`src/lrc_pkg.sv`:
```
package lrc_pkg;

    localparam int DEF_ENTRIES = 8;
    localparam int MAX_ENTRIES = 64;
    localparam int POS_W       = $clog2(MAX_ENTRIES);
    localparam int KEY_W       = 16;
    localparam int PRICE_W     = 32;
    localparam int CUT_W       = 16;
    localparam int USES_W      = 16;

    typedef logic [POS_W-1:0]  t_pos;
    typedef logic [KEY_W-1:0]  t_key;
    typedef logic [PRICE_W-1:0] t_price;
    typedef logic [CUT_W-1:0]  t_cut;
    typedef logic [USES_W-1:0] t_uses;

    localparam t_uses USES_MAX  = '1;
    localparam t_uses USES_INIT = t_uses'(1);

    typedef enum logic {
        POL_LRU = 1'b0,
        POL_LFU = 1'b1
    } t_policy;

    typedef enum logic {
        KIND_LOOKUP = 1'b0,
        KIND_INSERT = 1'b1
    } t_kind;

    typedef enum logic [1:0] {
        CELL_HOLD,
        CELL_SHIFT,
        CELL_BUMP
    } t_cell_op;

    typedef enum logic [1:0] {
        ST_IDLE,
        ST_SCAN,
        ST_DONE
    } t_state;

    typedef struct packed {
        t_key   key;
        t_price price;
        t_cut   cut;
        t_uses  uses;
    } t_entry;

    // Search token that walks down the row of cells
    typedef struct packed {
        t_key   key;
        logic   m_found;
        t_pos   m_pos;
        t_price m_price;
        t_cut   m_cut;
        t_uses  m_uses;
        logic   v_found;
        t_pos   v_pos;
        t_key   v_key;
        t_uses  v_uses;
        logic   f_found;
        t_pos   f_pos;
    } t_scan;

    typedef struct packed {
        t_cell_op op;
        t_pos     lim;
    } t_cell_ctl;

    typedef struct packed {
        logic   hit;
        t_price found_price;
        t_cut   found_cut;
        t_uses  hit_count;
        logic   evicted;
        t_key   evicted_key;
    } t_result;

    function automatic t_uses sat_inc(input t_uses u);
        return (u == USES_MAX) ? u : t_uses'(u + 1'b1);
    endfunction

endpackage

```
`src/lrc_if.sv`:
```
interface lrc_in_if import lrc_pkg::*; ();
    logic   valid;
    logic   ready;
    logic   kind;
    t_key   key;
    t_price price;
    t_cut   cut;

    modport source (output valid, output kind, output key, output price, output cut,
                    input ready);
    modport sink   (input valid, input kind, input key, input price, input cut,
                    output ready);
endinterface

interface lrc_out_if import lrc_pkg::*; ();
    logic   valid;
    logic   ready;
    logic   hit;
    t_price found_price;
    t_cut   found_cut;
    t_uses  hit_count;
    logic   evicted;
    t_key   evicted_key;

    modport source (output valid, output hit, output found_price, output found_cut,
                    output hit_count, output evicted, output evicted_key, input ready);
    modport sink   (input valid, input hit, input found_price, input found_cut,
                    input hit_count, input evicted, input evicted_key, output ready);
endinterface

```
`src/lrc_cell.sv`:
```
module lrc_cell import lrc_pkg::*; #(
    parameter int POS = 0
) (
    input  logic      i_clk,
    input  logic      i_rst_n,
    input  t_policy   i_policy,
    input  logic      i_tok_valid,
    input  t_scan     i_tok,
    output logic      o_tok_valid,
    output t_scan     o_tok,
    input  logic      i_left_valid,
    input  t_entry    i_left,
    output logic      o_valid,
    output t_entry    o_entry,
    input  t_cell_ctl i_ctl
);

    localparam t_pos MY_POS = t_pos'(POS);

    logic   r_valid;
    t_entry r_entry;
    logic   r_tok_valid;
    t_scan  r_tok;
    t_scan  n_tok;
    logic   sel_le;
    logic   sel_eq;

    always_comb begin
        n_tok = i_tok;
        // first match in order wins
        if (r_valid && (r_entry.key == i_tok.key) && !i_tok.m_found) begin
            n_tok.m_found = 1'b1;
            n_tok.m_pos   = MY_POS;
            n_tok.m_price = r_entry.price;
            n_tok.m_cut   = r_entry.cut;
            n_tok.m_uses  = r_entry.uses;
        end
        // LRU keeps the last valid cell, LFU the first with the least count
        if (r_valid && (!i_tok.v_found || (i_policy == POL_LRU) ||
                        (r_entry.uses < i_tok.v_uses))) begin
            n_tok.v_found = 1'b1;
            n_tok.v_pos   = MY_POS;
            n_tok.v_key   = r_entry.key;
            n_tok.v_uses  = r_entry.uses;
        end
        if (!r_valid && !i_tok.f_found) begin
            n_tok.f_found = 1'b1;
            n_tok.f_pos   = MY_POS;
        end
    end

    assign sel_le = (MY_POS <= i_ctl.lim);
    assign sel_eq = (MY_POS == i_ctl.lim);

    always_ff @(posedge i_clk) begin
        if (!i_rst_n) begin
            r_tok_valid <= 1'b0;
        end else begin
            r_tok_valid <= i_tok_valid;
        end
        if (i_tok_valid) begin
            r_tok <= n_tok;
        end
    end

    always_ff @(posedge i_clk) begin
        if (!i_rst_n) begin
            r_valid <= 1'b0;
        end else begin
            unique case (i_ctl.op)
                CELL_SHIFT: begin
                    if (sel_le) begin
                        r_valid <= i_left_valid;
                        r_entry <= i_left;
                    end
                end
                CELL_BUMP: begin
                    if (sel_eq) begin
                        r_entry.uses <= sat_inc(r_entry.uses);
                    end
                end
                default: begin
                end
            endcase
        end
    end

    assign o_tok_valid = r_tok_valid;
    assign o_tok       = r_tok;
    assign o_valid     = r_valid;
    assign o_entry     = r_entry;

endmodule

```
`src/lru_lfu_result_cache.sv`:
```
// A request is taken only when idle, once the update for the previous one is applied;
// the search token walks the row of entry cells one cell per cycle, then the update
// is applied once the output register is free, and the result is registered.
// A waiting result does not block the next request from being taken.
// Reset (synchronous, active low): cache empty, policy LRU, output empty.
module lru_lfu_result_cache import lrc_pkg::*; #(
    parameter int ENTRIES = DEF_ENTRIES
) (
    input  logic             i_clk,
    input  logic             i_rst_n,
    input  logic             i_cfg_we,
    input  logic             i_cfg_wdata,
    lrc_in_if.sink           i_req,
    lrc_out_if.source        o_rsp
);

    t_state    r_state;
    t_state    n_state;
    t_policy   r_policy;
    t_kind     r_kind;
    t_price    r_price;
    t_cut      r_cut;
    logic      r_tok_v;
    t_scan     r_tok;
    logic      r_out_valid;
    t_result   r_res;

    logic      in_ready;
    logic      out_free;
    logic      apply;
    t_cell_ctl ctl;
    t_cell_ctl ctl_d;
    t_entry    new_entry;
    t_result   res;
    t_scan     fin;
    t_scan     init_tok;

    t_scan             tok [ENTRIES+1];
    logic [ENTRIES:0]  tok_v;
    t_entry            ent [ENTRIES+1];
    logic [ENTRIES:0]  ent_v;
    logic [ENTRIES-1:0] cell_vld;

    assign tok[0]   = r_tok;
    assign tok_v[0] = r_tok_v;
    assign ent[0]   = new_entry;
    assign ent_v[0] = 1'b1;
    assign fin      = tok[ENTRIES];
    assign cell_vld = ent_v[ENTRIES:1];

    for (genvar g = 0; g < ENTRIES; g++) begin : g_cell
        lrc_cell #(
            .POS (g)
        ) u_cell (
            .i_clk        (i_clk),
            .i_rst_n      (i_rst_n),
            .i_policy     (r_policy),
            .i_tok_valid  (tok_v[g]),
            .i_tok        (tok[g]),
            .o_tok_valid  (tok_v[g+1]),
            .o_tok        (tok[g+1]),
            .i_left_valid (ent_v[g]),
            .i_left       (ent[g]),
            .o_valid      (ent_v[g+1]),
            .o_entry      (ent[g+1]),
            .i_ctl        (ctl)
        );
    end

    always_comb begin
        init_tok     = '0;
        init_tok.key = i_req.key;
    end

    // Work out the update from the finished search token
    always_comb begin
        res       = '0;
        ctl_d     = '0;
        ctl_d.op  = CELL_HOLD;
        new_entry = '{key: fin.key, price: r_price, cut: r_cut, uses: USES_INIT};
        case (r_kind)
            KIND_LOOKUP: begin
                if (fin.m_found) begin
                    res.hit         = 1'b1;
                    res.found_price = fin.m_price;
                    res.found_cut   = fin.m_cut;
                    ctl_d.lim       = fin.m_pos;
                    if (r_policy == POL_LRU) begin
                        ctl_d.op      = CELL_SHIFT;
                        res.hit_count = fin.m_uses;
                        new_entry     = '{key: fin.key, price: fin.m_price,
                                          cut: fin.m_cut, uses: fin.m_uses};
                    end else begin
                        ctl_d.op      = CELL_BUMP;
                        res.hit_count = sat_inc(fin.m_uses);
                    end
                end
            end
            default: begin
                ctl_d.op = CELL_SHIFT;
                if (fin.f_found) begin
                    ctl_d.lim = fin.f_pos;
                end else begin
                    ctl_d.lim       = fin.v_pos;
                    res.evicted     = 1'b1;
                    res.evicted_key = fin.v_key;
                end
            end
        endcase
    end

    always_comb begin
        n_state = r_state;
        unique case (r_state)
            ST_IDLE: if (i_req.valid) n_state = ST_SCAN;
            ST_SCAN: if (tok_v[ENTRIES]) n_state = ST_DONE;
            ST_DONE: if (out_free) n_state = ST_IDLE;
            default: n_state = ST_IDLE;
        endcase
    end

    always_comb begin
        in_ready = 1'b0;
        apply    = 1'b0;
        ctl      = '0;
        ctl.op   = CELL_HOLD;
        unique case (r_state)
            ST_IDLE: in_ready = 1'b1;
            ST_DONE: begin
                apply = out_free;
                if (out_free) begin
                    ctl = ctl_d;
                end
            end
            default: begin
            end
        endcase
    end

    assign out_free    = !r_out_valid || o_rsp.ready;
    assign i_req.ready = in_ready;

    always_ff @(posedge i_clk) begin
        if (!i_rst_n) begin
            r_state     <= ST_IDLE;
            r_policy    <= POL_LRU;
            r_tok_v     <= 1'b0;
            r_out_valid <= 1'b0;
        end else begin
            r_state <= n_state;
            r_tok_v <= i_req.valid && in_ready;
            if (i_cfg_we) begin
                r_policy <= t_policy'(i_cfg_wdata);
            end
            if (apply) begin
                r_out_valid <= 1'b1;
            end else if (o_rsp.ready) begin
                r_out_valid <= 1'b0;
            end
        end
    end

    always_ff @(posedge i_clk) begin
        if (i_req.valid && in_ready) begin
            r_tok   <= init_tok;
            r_kind  <= t_kind'(i_req.kind);
            r_price <= i_req.price;
            r_cut   <= i_req.cut;
        end
        if (apply) begin
            r_res <= res;
        end
    end

    assign o_rsp.valid       = r_out_valid;
    assign o_rsp.hit         = r_res.hit;
    assign o_rsp.found_price = r_res.found_price;
    assign o_rsp.found_cut   = r_res.found_cut;
    assign o_rsp.hit_count   = r_res.hit_count;
    assign o_rsp.evicted     = r_res.evicted;
    assign o_rsp.evicted_key = r_res.evicted_key;

    a_one_token: assert property (@(posedge i_clk) disable iff (!i_rst_n)
        $onehot0(tok_v))
        else $error("more than one search token in the cell row");

    a_tail_in_scan: assert property (@(posedge i_clk) disable iff (!i_rst_n)
        tok_v[ENTRIES] |-> (r_state == ST_SCAN))
        else $error("search token reached the tail outside of a scan");

    a_valid_prefix: assert property (@(posedge i_clk) disable iff (!i_rst_n)
        ((ENTRIES'(cell_vld + 1'b1) & cell_vld) == '0))
        else $error("valid entries do not form a prefix of the row");

    a_apply_out: assert property (@(posedge i_clk) disable iff (!i_rst_n)
        apply |=> (r_out_valid && (r_state == ST_IDLE)))
        else $error("applied update did not produce a result");

    a_hit_xor_evict: assert property (@(posedge i_clk) disable iff (!i_rst_n)
        r_out_valid |-> !(r_res.hit && r_res.evicted))
        else $error("result reports both a hit and an eviction");

endmodule
```
`src/flat_wrapper.sv`:
```
// flat-port wrapper written by rule: the top's interface ports become plain ports
module lru_lfu_result_cache_flat import lrc_pkg::*;
#(
    parameter int ENTRIES = DEF_ENTRIES
)
  (i_clk, i_rst_n, i_cfg_we, i_cfg_wdata, i_req_valid, i_req_kind, i_req_key, i_req_price, i_req_cut, i_req_ready, o_rsp_valid, o_rsp_hit, o_rsp_found_price, o_rsp_found_cut, o_rsp_hit_count, o_rsp_evicted, o_rsp_evicted_key, o_rsp_ready);
  lrc_in_if i_req_i ();
  lrc_out_if o_rsp_i ();
  input  logic i_clk;
  input  logic i_rst_n;
  input  logic i_cfg_we;
  input  logic i_cfg_wdata;
  input wire logic [$bits(i_req_i.valid)-1:0] i_req_valid;
  input wire logic [$bits(i_req_i.kind)-1:0] i_req_kind;
  input wire logic [$bits(i_req_i.key)-1:0] i_req_key;
  input wire logic [$bits(i_req_i.price)-1:0] i_req_price;
  input wire logic [$bits(i_req_i.cut)-1:0] i_req_cut;
  output wire logic [$bits(i_req_i.ready)-1:0] i_req_ready;
  output wire logic [$bits(o_rsp_i.valid)-1:0] o_rsp_valid;
  output wire logic [$bits(o_rsp_i.hit)-1:0] o_rsp_hit;
  output wire logic [$bits(o_rsp_i.found_price)-1:0] o_rsp_found_price;
  output wire logic [$bits(o_rsp_i.found_cut)-1:0] o_rsp_found_cut;
  output wire logic [$bits(o_rsp_i.hit_count)-1:0] o_rsp_hit_count;
  output wire logic [$bits(o_rsp_i.evicted)-1:0] o_rsp_evicted;
  output wire logic [$bits(o_rsp_i.evicted_key)-1:0] o_rsp_evicted_key;
  input wire logic [$bits(o_rsp_i.ready)-1:0] o_rsp_ready;
  assign i_req_i.valid = i_req_valid;
  assign i_req_i.kind = i_req_kind;
  assign i_req_i.key = i_req_key;
  assign i_req_i.price = i_req_price;
  assign i_req_i.cut = i_req_cut;
  assign i_req_ready = i_req_i.ready;
  assign o_rsp_valid = o_rsp_i.valid;
  assign o_rsp_hit = o_rsp_i.hit;
  assign o_rsp_found_price = o_rsp_i.found_price;
  assign o_rsp_found_cut = o_rsp_i.found_cut;
  assign o_rsp_hit_count = o_rsp_i.hit_count;
  assign o_rsp_evicted = o_rsp_i.evicted;
  assign o_rsp_evicted_key = o_rsp_i.evicted_key;
  assign o_rsp_i.ready = o_rsp_ready;
  lru_lfu_result_cache #(.ENTRIES(ENTRIES)) u_core (.i_clk(i_clk), .i_rst_n(i_rst_n), .i_cfg_we(i_cfg_we), .i_cfg_wdata(i_cfg_wdata), .i_req(i_req_i), .o_rsp(o_rsp_i));
endmodule
```
`config.mk`:
```
export PLATFORM = sky130hd
export DESIGN_NAME = lru_lfu_result_cache_flat
export DESIGN_NICKNAME = d
export VERILOG_FILES = /design/src/lrc_pkg.sv /design/src/lrc_if.sv /design/src/lrc_cell.sv /design/src/lru_lfu_result_cache.sv /design/src/flat_wrapper.sv
export SDC_FILE = /design/constraint.sdc
export NUM_CORES = 2
export LEC_CHECK = 0
export BUFFER_PORTS_ARGS = -buffer_cell sky130_fd_sc_hd__clkbuf_2
export CORE_MARGIN = 2
export CORE_UTILIZATION = 65
export CTS_CLUSTER_DIAMETER = 200
export DETAILED_ROUTE_END_ITERATION = 10
export PLACE_DENSITY = 0.82
export SETUP_SLACK_MARGIN = 0.15
export SYNTH_ARGS = -nofsm -noshare
export SYNTH_HDL_FRONTEND = slang
export SYNTH_SLANG_ARGS = --single-unit
```
`constraint.sdc`:
```
create_clock -name i_clk -period 18.1 [get_ports i_clk]
set_input_delay 4.525 -clock i_clk [delete_from_list [all_inputs] [get_ports i_clk]]
set_output_delay 4.525 -clock i_clk [all_outputs]
set_load 0.02 [all_outputs]
```
# Word level (Yosys, flattened, before mapping)
# Cells that the tools add are included.
classes:
  add_sub_neg: 9
  order_cmp: 15
  n_eq_ne: 55
  muxes: 67
  n_bitwise: 3
  reduce_logical: 105
op_table:
  columns: ["op", "count"]
  rows:
  - ["$mux 64", 10]
  - ["$mux 16", 26]
  - ["$pmux 16 s2", 8]
  - ["$mux 32", 7]
  - ["$add 16x1->16 const B", 9]
  - ["$eq 16x16->1 const B", 9]
  - ["$eq 16x16->1", 8]
  - ["$lt 16x16->1", 7]
  - ["$mux 65", 1]
  - ["$ne 2x2->1 const B", 26]
  - ["$reduce_and 5->1", 8]
  - ["$mux 8", 4]
  - ["$logic_and 1x1->1", 30]
  - ["$logic_not 1->1", 29]
  - ["$reduce_and 3->1", 9]
  - ["$eq 3x6->1 const A", 4]
  - ["$le 3x6->1 const A", 4]
  - ["$mux 17", 1]
  - ["$reduce_and 2->1", 8]
  - ["$logic_or 1x1->1", 15]
  - ["$eq 2x6->1 const A", 2]
  - ["$le 1x6->1 const A", 2]
  - ["$le 2x6->1 const A", 2]
  - ["$mux 2", 4]
  - ["12 further kinds", 21]
word_totals:
  ff_bits: 1762
  inputBits: 71

# Logic depth before layout (Yosys ltp)
logic_depth:
  word_depth: 8
  ltp_mapped: 13
  mapped_depth_nobuf: 10

# Hierarchy
# Synthesis repeated with hierarchy kept, for this count alone.
unflattened:
  cells_unflattened: 4512
  hier_area_um2: 77149.0
modules_own_cells:
  columns: ["mod", "n_inst", "cells_per_inst", "area_each_um2", "seq_area_each_um2"]
  rows:
  - ["lrc_cell at u_core.g_cell[3].u_cell ...", 2, 512, 8841.0, 6436.2]
  - ["lrc_cell at u_core.g_cell[5].u_cell", 1, 511, 8838.5, 6436.2]
  - ["lrc_cell at u_core.g_cell[2].u_cell", 1, 509, 8837.2, 6436.2]
  - ["lrc_cell at u_core.g_cell[1].u_cell", 1, 509, 8828.5, 6436.2]
  - ["lrc_cell at u_core.g_cell[7].u_cell", 1, 510, 8828.5, 6436.2]
  - ["lrc_cell at u_core.g_cell[4].u_cell", 1, 507, 8824.7, 6436.2]
  - ["lrc_cell at u_core.g_cell[0].u_cell", 1, 510, 8819.7, 6436.2]
  - ["lru_lfu_result_cache", 1, 432, 6490.0, 4514.3]

# Least setup slack after synthesis
# No wires, ideal clock.
synth_timing:
  path_kind: "input to register"
  start: "input o_rsp_ready"
  end: "register u_core.g_cell[5].u_cell.r_entry (netlist bit u_core.g_cell[5].u_cell.o_entry[16]), enable pin"
  setup_ns: 0.507
  t_arrival_ns: 12.392
  slack_ns: 5.200
  stages: 10
  n_path_buf: 1
  path_cell_list: "nand2b_1 > nand2b_1 > clkinv_1 > nand3_1 > ha_1 > clkbuf_1 > nand2_1 > inv_1 > nand2_1 > a21oi_1"
synth_via:
  elab_chain_cells: 5
  elab_cells_between_ends: 6
  cone_classes: "order compare (1); eq/ne (1); mux (2); reduce/logical (2)"
synth_rtl:
  columns: ["element", "line_no", "text"]
  rows:
  - ["start: declaration", "flat_wrapper.sv:26", "input wire logic [$bits(o_rsp_i.ready)-1:0] o_rsp_ready;"]
  - ["$logic_or 1x1->1 (*)", "lru_lfu_result_cache.sv:140", "assign out_free = !r_out_valid || o_rsp.ready;"]
  - ["$mux 8 (*)", "lru_lfu_result_cache.sv:131", "if (out_free) begin"]
  - ["$mux 8 (*)", "lru_lfu_result_cache.sv:127", "unique case (r_state)"]
  - ["$le 3x6->1 or $eq 2x1->1 (tied branches)", "lrc_cell.sv:52, lrc_cell.sv:70", null]
  - ["$reduce_and 3->1 (no line) (*)", null, null]
  - ["end signal: assignment", "lrc_cell.sv:74", "r_entry <= i_left;"]
  - ["end: declaration", "lrc_cell.sv:21", "t_entry r_entry;"]
# Mark *: on every way between the ends. The rest lies on a longest branch, timed or not.
# A chain may end at the register's enable or synchronous reset.

# Worst setup path in the final report
layout_timing:
  start: "input o_rsp_ready"
  end: "register u_core.g_cell[5].u_cell.r_entry (netlist bit u_core.g_cell[5].u_cell.o_entry[27]), enable pin"
# Same word-level chain as after synthesis.

==> results.py <==
metrics = {
    "logic_synthesis": {
        "number_of_flops_mapped_to_enable_cells_by_yosys": 1741,
        "synth_async_sr_flop_share": 0,
        "synth.top_cells.by_area": "sky130_fd_sc_hd__edfxtp_1 (73%), sky130_fd_sc_hd__mux2_2 (7.6%), sky130_fd_sc_hd__nand2_1 (3.7%)",
        "synthesis.area_per_instance_sq_um": 15.6,
        "post_synth_num_cell_types": 63,
        "synth.most_common_cell": "sky130_fd_sc_hd__edfxtp_1",
        "post_synth_design_cell_area_sq_mm": 0.0712,
        "postSynthCellCount": 4577,
        "synth_area_leader_cell": "sky130_fd_sc_hd__edfxtp_1",
        "synth_commonest_cells": "sky130_fd_sc_hd__edfxtp_1 (1,741), sky130_fd_sc_hd__nand2_1 (710), sky130_fd_sc_hd__mux2_2 (480)",
        "netlist.area_leader.share": 0.734,
        "yosysWarnings": 0,
        "mappedNetlistNets": 4764,
        "synth.yosys.seq_area_share": 0.740,
        "ys_seq_elements": 1762,
        "ys_dominant_reg_cell": "sky130_fd_sc_hd__edfxtp_1",
    },
    "cts": {
        "numClockSinks": 1762,
        "clock_latency_ns": 0.78,
        "numCtsBuffers": 169,
        "post_cts_resize_count": 0,
        "cts-root-buf": "sky130_fd_sc_hd__clkbuf_16",
        "clkTransAtPathRegs_ns": 0.06,
        "postCtsSetupRepairBufs": 0,
        "hold_fix_buffers_cts": 0,
        "cts_tree": "done",
        "cts_max_path_buffers": 3,
        "cts_htree_levels": 4,
    },
    "grt": {
        "grt_first_pass_wirelength_microns": 227000,
        "grt_start_max_net_pins": 118,
        "globalRouteTotalUtil": 0.273,
        "first_global_vias": 38900,
        "number_of_antenna_violations_at_the_first_check_in_global_routing": 7,
        "grt_remaining_overflow": 0,
    },
    "sta": {
        "unrepaired_setup_endpoints_after_global_routing": "false",
        "max_slew.worst_pin.slew_ns": 1.21,
        "maxSlewViolCount": 0,
        "fmax_mhz": 122,
        "final-hold-violation-count": 0,
        "totalNegativeSetupSlack_ns": 0,
        "final_period_minus_worst_setup_slack_ns": 8.18,
        "finalSetupViolations": 0,
        "final_min_period_over_clock_period": 0.452,
        "max-slew-margin-rel": 0.190,
        "fin_skew_ns": 0.0249,
    },
    "worst_setup_path": {
        "slowest_stage": "sky130_fd_sc_hd__buf_4",
        "critical_path_arrival_ns": 8.57,
        "cp_data_required_time_ns": 18.49,
        "crit_family": "buffers and inverters",
        "end_kind": "flop",
        "setup.worst_path.start_class": "input pin",
        "crit_buf_inv": 4,
        "timing.critical_path.slowest_cell_delay_ns": 0.75,
        "crit_chain": "clkbuf_2, nand2b_1, nand2b_1, inv_4, o21a_1, ha_1, nand2_1, clkinv_2, nand2_1, a21oi_4, buf_4",
        "path_max_fanout": 52,
        "timing.setup.critical_path_class": "input pin to flop",
    },
    "pwr": {
        "internal-power_mw": 6.41,
        "leakage_power_nw": 27.7,
        "power_density_mw_per_mm2": 101,
        "clock_power_share": 0.428,
        "power_switching_share": 0.195,
        "power.net_switching_mw": 1.55,
        "sequentialPowerShare": 0.563,
        "vdd_ir_drop_max_mv": 0.0978,
        "logic_pwr_share": 0.009,
    },
    "floorplanning": {
        "die_y_microns": 335,
        "die_area_sq_mm": 0.112,
        "placeableCoreArea_sq_mm": 0.109,
        "rows": 121,
        "dieWidth_microns": 335,
        "initial_utilization": 0.654,
        "pin_count": 155,
    },
    "finish": {
        "layout.nets": 4977,
        "post_layout_nonfiller_instances": 6345,
        "layout-area-overhead-vs-synth_pct": 11.0,
        "layout_cell_share_with_drive_strength_beyond_1": 0.198,
    },
    "worst_hold_path": {
        "timing.hold.worst.class": "flop to flop",
    },
    "routing": {
        "detail_route.vias_per_cell": 6.03,
        "number_of_drc_violations_after_detailed_routing_iteration_0": 3929,
        "drc": 0,
        "drtAntennaViolNets": 0,
        "drt_pass1_iterations": 6,
        "drt-wirelength-per-cell_microns": 24.0,
        "routed_wirelength_microns": 152000,
        "routed_via_count": 38300,
    },
    "place": {
        "io_buffer_count": 154,
        "gp_congestion": 0.899,
        "placedCellCount": 6032,
        "detailedPlacementHpwl_microns": 93700,
    },
    "outcome": {
        "status": "finished clean",
    },
    "run": {
        "maxCapViolCount": 0,
    },
}
-- power by group through the flow --
| stage | logic, mW | clock network, mW | registers (mW) |
|---|---|---|---|
| 4_1_cts | 0.0722 | 3.45 | 4.49 |
| 3_3_place_gp | 0.0679 | 0 | 4.57 |
| 6_report | 0.0720 | 3.41 | 4.49 |
| 3_5_place_dp | 0.0703 | 0 | 4.57 |
| 2_1_floorplan | 0.0378 | 0 | 4.57 |
| 5_1_grt | 0.0782 | 3.60 | 4.49 |
-- area by class of cell --
class                   instances  area (sq um)
diodes                          1          2.50
well taps                    1414          1770
inverters                     134           507
repair buffers                211          1200
flip-flops and latches       1762         52700
fillers                      6391         29800
multi-input cells            2512         17500
clock inverters               100           881
clock buffers                 211          4470
-- layout by cell type, fill, tap and decap left out, types with 47 or more instances in the layout --
master,count
sky130_fd_sc_hd__nor2_1,190
sky130_fd_sc_hd__buf_4,56
sky130_fd_sc_hd__xor2_1,158
sky130_fd_sc_hd__xnor2_1,91
sky130_fd_sc_hd__ha_1,115
sky130_fd_sc_hd__and2_1,180
sky130_fd_sc_hd__clkbuf_2,154
sky130_fd_sc_hd__a21oi_1,131
sky130_fd_sc_hd__nand2_1,710
sky130_fd_sc_hd__edfxtp_1,1741
sky130_fd_sc_hd__mux2_2,480
sky130_fd_sc_hd__nand3_1,67
sky130_fd_sc_hd__o21ai_0,47
sky130_fd_sc_hd__clkbuf_16,173
sky130_fd_sc_hd__inv_1,130
-- layer usage --
layer	share of wire	global-route usage	routed length, microns	up-vias
met4	0.042	0.124	6390	0
met3	0.079	0.0420	12100	343
met2	0.49	0.453	75200	1811
met5	0	0	0	-
li1	-	-	-	17100
met1	0.38	0.359	58500	19000
-- final timing paths --
check                                                   startpoint                                  end  slack [ns]  depth (start not counted)
worst min-delay path            u_core.g_cell[7].u_cell.o_tok[123]  u_core.g_cell[0].u_cell.o_entry[70]        0.42                          0
worst min register to register  u_core.g_cell[7].u_cell.o_tok[123]  u_core.g_cell[0].u_cell.o_entry[70]        0.42                          0
worst max register to register                       u_core.r_kind  u_core.g_cell[5].u_cell.o_entry[27]       12.84                         10
worst max-delay path                                   o_rsp_ready  u_core.g_cell[5].u_cell.o_entry[27]        9.92                         11
-- registers in the layout, indices dropped and copies added, names as in the netlist --
signal,cells
u_core.r_tok,16
u_core.r_price,32
u_core.r_state,2
u_core.o_rsp.evicted_key,16
u_core.o_rsp.hit,1
u_core.o_rsp.found_cut,16
u_core.o_rsp.hit_count,16
u_core.g_cell.u_cell.o_valid,8
u_core.g_cell.u_cell.o_entry,640
u_core.r_policy,1
u_core.o_rsp.evicted,1
u_core.g_cell.u_cell.o_tok_valid,8
u_core.r_cut,16
u_core.g_cell.u_cell.o_tok,954
u_core.o_rsp.valid,1
u_core.r_kind,1
u_core.o_rsp.found_price,32
u_core.r_tok_v,1
-- kinds of logic after synthesis --
kind of cell	share of synthesized area
AO/OA/AOI/OAI	0.0223
XOR/XNOR	0.0306
adder cells (fa/ha/maj)	0.0204
buffers and inverters	0.0169
flip-flops	0.740
multiplexers	0.0823
AND/OR/NAND/NOR	0.0877
-- through the flow --
stage / setup WS [ns] / util / hold WS, ns / power (mW) / cell area (sq um)
after detailed placement: 9.30 / 0.677 / 0.410 / 4.64 / 73700
final: 9.92 / 0.726 / 0.423 / 7.96 / 79000
after CTS: 10.01 / 0.726 / 0.420 / 8.01 / 79000
after floorplan: 5.20 / - / 0.400 / 4.61 / 71200
after global placement: 9.42 / 0.677 / 0.402 / 4.64 / 73700
after global routing: 9.68 / 0.726 / 0.427 / 8.16 / 79000
Note: power is estimated with default switching activity, not from simulation.
